==> src/hw/rtl/tcr_queue.sv <==
// Small register queue between the front end and the back end.
// No package dependency; overflow is prevented by the front end's credit count.
module tcr_queue #(
	parameter int W     = 8,
	parameter int DEPTH = 8
) (
	input  logic         clk,
	input  logic         arst_n,
	input  logic         wr_en,
	input  logic [W-1:0] wr_data,
	input  logic         rd_en,
	output logic [W-1:0] rd_data,
	output logic         empty
);

	localparam int PW = $clog2(DEPTH);
	localparam int CNW = $clog2(DEPTH + 1);

	logic [W-1:0]   mem_q [DEPTH];
	logic [PW-1:0]  wr_ptr_q, rd_ptr_q;
	logic [CNW-1:0] count_q;

	assign empty   = (count_q == '0);
	assign rd_data = mem_q[rd_ptr_q];

	always_ff @(posedge clk or negedge arst_n) begin
		if (!arst_n) begin
			wr_ptr_q <= '0;
			rd_ptr_q <= '0;
			count_q  <= '0;
		end else begin
			if (wr_en) begin
				wr_ptr_q <= (wr_ptr_q == PW'(DEPTH - 1)) ? '0 : wr_ptr_q + 1'b1;
			end
			if (rd_en) begin
				rd_ptr_q <= (rd_ptr_q == PW'(DEPTH - 1)) ? '0 : rd_ptr_q + 1'b1;
			end
			if (wr_en & ~rd_en) begin
				count_q <= count_q + 1'b1;
			end else if (rd_en & ~wr_en) begin
				count_q <= count_q - 1'b1;
			end
		end
	end

	always_ff @(posedge clk) begin
		if (wr_en) begin
			mem_q[wr_ptr_q] <= wr_data;
		end
	end

endmodule

==> config.mk <==
export PLATFORM = sky130hd
export DESIGN_NAME = tcr_queue
export DESIGN_NICKNAME = d
export VERILOG_FILES = /design/src/hw/rtl/tcr_queue.sv
export SDC_FILE = /design/constraint.sdc
export NUM_CORES = 1
export LEC_CHECK = 0
export ABC_AREA = 1
export BUFFER_PORTS_ARGS = -buffer_cell sky130_fd_sc_hd__buf_2
export CAP_MARGIN = 0
export CORE_ASPECT_RATIO = 1.2
export CORE_MARGIN = 2
export CORE_UTILIZATION = 60
export DETAILED_ROUTE_END_ITERATION = 8
export GPL_ROUTABILITY_DRIVEN = 0
export PLACE_DENSITY = 0.79
export SETUP_SLACK_MARGIN = 0.02
export SLEW_MARGIN = 20
export SYNTH_ARGS = -nofsm -noshare
export SYNTH_HDL_FRONTEND = slang
export SYNTH_SLANG_ARGS = --single-unit
==> constraint.sdc <==
create_clock -name clk -period 1.67 [get_ports clk]
set_clock_uncertainty 0.2 [all_clocks]
set_input_delay 0.167 -clock clk [delete_from_list [all_inputs] [get_ports clk]]
set_output_delay 0.167 -clock clk [all_outputs]
set_load 0.01 [all_outputs]
==> impl_metrics.csv <==
group,metric,value,unit
status,status,"complete, but fails checks",
status,violations,"negative setup slack",
power_and_ir_drop,power_leakage,1.889,nW
drt,vias,2399,
floorplanning,dieArea,6223,um2
timing,max_clock_freq,510.2,MHz
floorplanning,row_count,29,
drt,drt_pre_antenna_iters,4,
global_route,grtUsageTotal,26.12,%
worst_hold_path,hold_path.class,"in -> reg",
floorplanning,core_box_area,5334,um2
layout,final_layout_size_suffix_gt1_share,18.03,%
clocking,cts_buffers,9,
global_route,maximum_number_of_pins_on_one_net_before_global_route_repair,25,
run,drv.max_cap_violation_count,0,
layout,finish.net_count,431,
clocking,clk-insertion-delay-late,340,ps
clocking,worst_setup_hold_path_clk_slew,70,ps
drt,route.detailed.drc,0,
synthesis,synth_seq_area_share,64.58,%
floorplanning,die_x,72.35,um
layout,layoutNonFillerInstCount,478,
drt,drt_wl_total,7.097,mm
layout,final_core_utilization,77.57,%
floorplanning,initial_standard_cell_utilization_of_the_core,63.05,%
timing,final-setup-viol-count,8,
layout,multiInputGateArea,997.2,um2
global_route,grt_met3_usage,5.053,%
global_route,overflow,0,
timing,worst_slew_margin_rel,68.54,%
placement,placement.io_buffers,20,
synthesis,yosys_register_bits,74,
placement,detailed_place_hpwl,4.369,mm
clocking,htree_num_levels,3,
floorplanning,io_pins,21,
placement,dpl.cell_count,444,
drt,drt.antenna.violating_nets,0,
global_route,grt_antenna_before_repair,0,
layout,insertedDiodeCount,0,
floorplanning,die_height,86.02,um
global_route,use_met2,43.04,%
timing,tightest_slew,470.3,ps
layout,syn_to_final_growth,23.03,%
drt,drt-vias-per-instance,5.019,
timing,fin_crit,1960,ps
global_route,grt_pass1_wl,11.83,mm
power_and_ir_drop,power_density,1507,nW/um2
global_route,top_usage_layer,"met2",
drt,post_drt_wl_per_cell,14.85,um
worst_setup_path,crit_path_top_delay_cell,"sky130_fd_sc_hd__dfrtp_2",
worst_setup_path,critical_path_arrival,1590,ps
drt,violation_count_after_the_first_detailed_route_iteration,190,
synthesis,post_synth_num_cell_types,18,
clocking,clock_sink_count,74,
synthesis,syn_area,3363,um2
timing,grt_setup_unrepaired,"yes",
synthesis,synth.net_count,372,
worst_setup_path,critical_path_peak_fanout,6,
worst_setup_path,timing_worst_setup_path_type,"reg -> out",
timing,hold_violations,0,
layout,fillCellCount,351,
worst_setup_path,worstSetupEndpointType,"output port",
timing,min_setup_slack_post_route,-290.2,ps
worst_setup_path,critPathLaunchType,"register",
worst_setup_path,timing.critical_path.required,1300,ps
synthesis,post_synth.cell_area_avg,9.555,um2
clocking,max-clock-path-buffers,2,
global_route,gr-usage-met1,32.55,%
global_route,first_global_vias,2471,
timing,max_transition_viols_final,0,
worst_setup_path,reg_to_reg_slack_setup,100,ps
clocking,cts_tree,"done",
placement,place_ws,-20.99,ps
timing,finalCritPeriodShare,117.4,%
synthesis,yosys_synthesis_warning_count,0,
worst_setup_path,critical_path.cell_chain,"buf_12 > buf_16 > nand2_1 > nand2_1 > nand2_1 > nand2_1 > nand2_1 > buf_2",
worst_setup_path,critical-path-top-cell-by-count,"sky130_fd_sc_hd__nand2_1",
power_and_ir_drop,max-vdd-ir-drop,0.9551,mV
clocking,clockRootBuffer,"sky130_fd_sc_hd__clkbuf_8",
layout,area.sequential,2175,um2
worst_setup_path,worst_path_largest_cell_delay,470,ps
synthesis,synthesis.instances,352,
## cells in the mapped netlist, drive strengths merged
cell type    n  share of area [%]
a21oi        2               0.30
buf         11                2.4
clkinv       1               0.11
dfrtp       10                7.4
edfxtp      64                 57
fa           1               0.60
ha           7                2.6
inv         43                4.8
nand2      125                 14
nand3        5               0.74
nor2        73                8.1
nor4         1               0.19
o21ai        6               0.89
or2          1               0.19
xnor2        2               0.52
## report_power, final
part	internal, mW	switching, mW
Sequential	2.31	0.193
Clock	0.626	0.616
Combinational	1.07	1.42
Total	4.01	2.23
## final timing paths
path                        startpoint     endpoint  cells past startpoint
min in group asynchronous       arst_n   count_q[2]                      3
hold reg to reg             count_q[0]   count_q[0]                      1
hold / removal                   wr_en   count_q[0]                      3
max in group asynchronous       arst_n   count_q[0]                      3
setup reg to reg           rd_ptr_q[0]  rd_ptr_q[2]                      5
setup / recovery           rd_ptr_q[0]   rd_data[1]                      8
## area by class of cell
class	count	share of cell area [%]
tap	62	1.875
timing repair buffer	59	13.31
clock buffer	16	4.112
sequential	74	52.56
inverter	44	4.052
multi-input combinational	223	24.10
## layer usage
layer	share of wire, %	up-vias
met5	0	-
met3	4.6	15
met1	40	1110
met2	53	60
met4	2.2	0
li1	-	1214
## metrics by stage
stage          total power, mW  hold WS (ps)  area [um2]  setup TNS, ps
2_1_floorplan            3.936        -328.6        3363              0
4_1_cts                  6.166         67.41        4103          -2013
6_report                 6.235         81.63        4138          -1969
3_3_place_gp             4.520        -161.6        3645              0
5_1_grt                  6.681         138.3        4138          -2703
3_5_place_dp             4.617        -159.7        3645         -20.99
## worst max-delay path, delay by kind of cell (launching register included)
kind,cells,cell delay (ps)
and+or+nand+nor,5,350
buffers and inverters,3,430
DFF,1,470
## state kept, by name, summed over array words and instances, names as in the netlist
| signal | count |
|---|---|
| mem_q | 64 |
| count_q | 4 |
| rd_ptr_q | 3 |
| wr_ptr_q | 3 |
## placed cells by master, fill, tap and decap left out
| master | n |
|---|---|
| sky130_fd_sc_hd__inv_1 | 42 |
| sky130_fd_sc_hd__buf_16 | 4 |
| sky130_fd_sc_hd__clkbuf_8 | 11 |
| sky130_fd_sc_hd__clkbuf_1 | 5 |
| sky130_fd_sc_hd__a21oi_1 | 2 |
| sky130_fd_sc_hd__buf_12 | 3 |
| sky130_fd_sc_hd__buf_4 | 19 |
| sky130_fd_sc_hd__dlygate4sd3_1 | 12 |
| sky130_fd_sc_hd__edfxtp_1 | 64 |
| sky130_fd_sc_hd__o21ai_0 | 6 |
| sky130_fd_sc_hd__nand2_2 | 6 |
| sky130_fd_sc_hd__nor2_2 | 3 |
| sky130_fd_sc_hd__nand2_4 | 1 |
| sky130_fd_sc_hd__nand3_1 | 5 |
| sky130_fd_sc_hd__ha_1 | 7 |
| sky130_fd_sc_hd__nor2_4 | 2 |
| sky130_fd_sc_hd__nor2_1 | 68 |
| sky130_fd_sc_hd__inv_4 | 1 |
| sky130_fd_sc_hd__fa_1 | 1 |
| sky130_fd_sc_hd__buf_6 | 2 |
| sky130_fd_sc_hd__clkinv_1 | 1 |
| sky130_fd_sc_hd__dfrtp_2 | 2 |
| sky130_fd_sc_hd__or2_2 | 1 |
| sky130_fd_sc_hd__nand2_1 | 118 |
| sky130_fd_sc_hd__xnor2_1 | 2 |
| sky130_fd_sc_hd__buf_2 | 19 |
| sky130_fd_sc_hd__nor4_2 | 1 |
| sky130_fd_sc_hd__dfrtp_1 | 8 |
## cells by family after synthesis
kind of cell	count (synthesis)	share of synthesized area (%)
adders and majority gates	8	3.199
and+or+nand+nor	205	23.21
xor gates and xnor gates	2	0.5209
buffers and inverters	55	7.292
AOI/OAI and AO/OA	8	1.191
DFF	74	64.58
## what timing repair did
item,4_1_cts,5_1_grt
buffers inserted,1,1
endpoints found under the hold margin,80,0
endpoints found under the setup margin,8,18
pin swaps,7,1
cloned,4,0
hold buffers,12,0
gates resized for setup,16,9
Note: power is estimated with default switching activity, not from simulation.
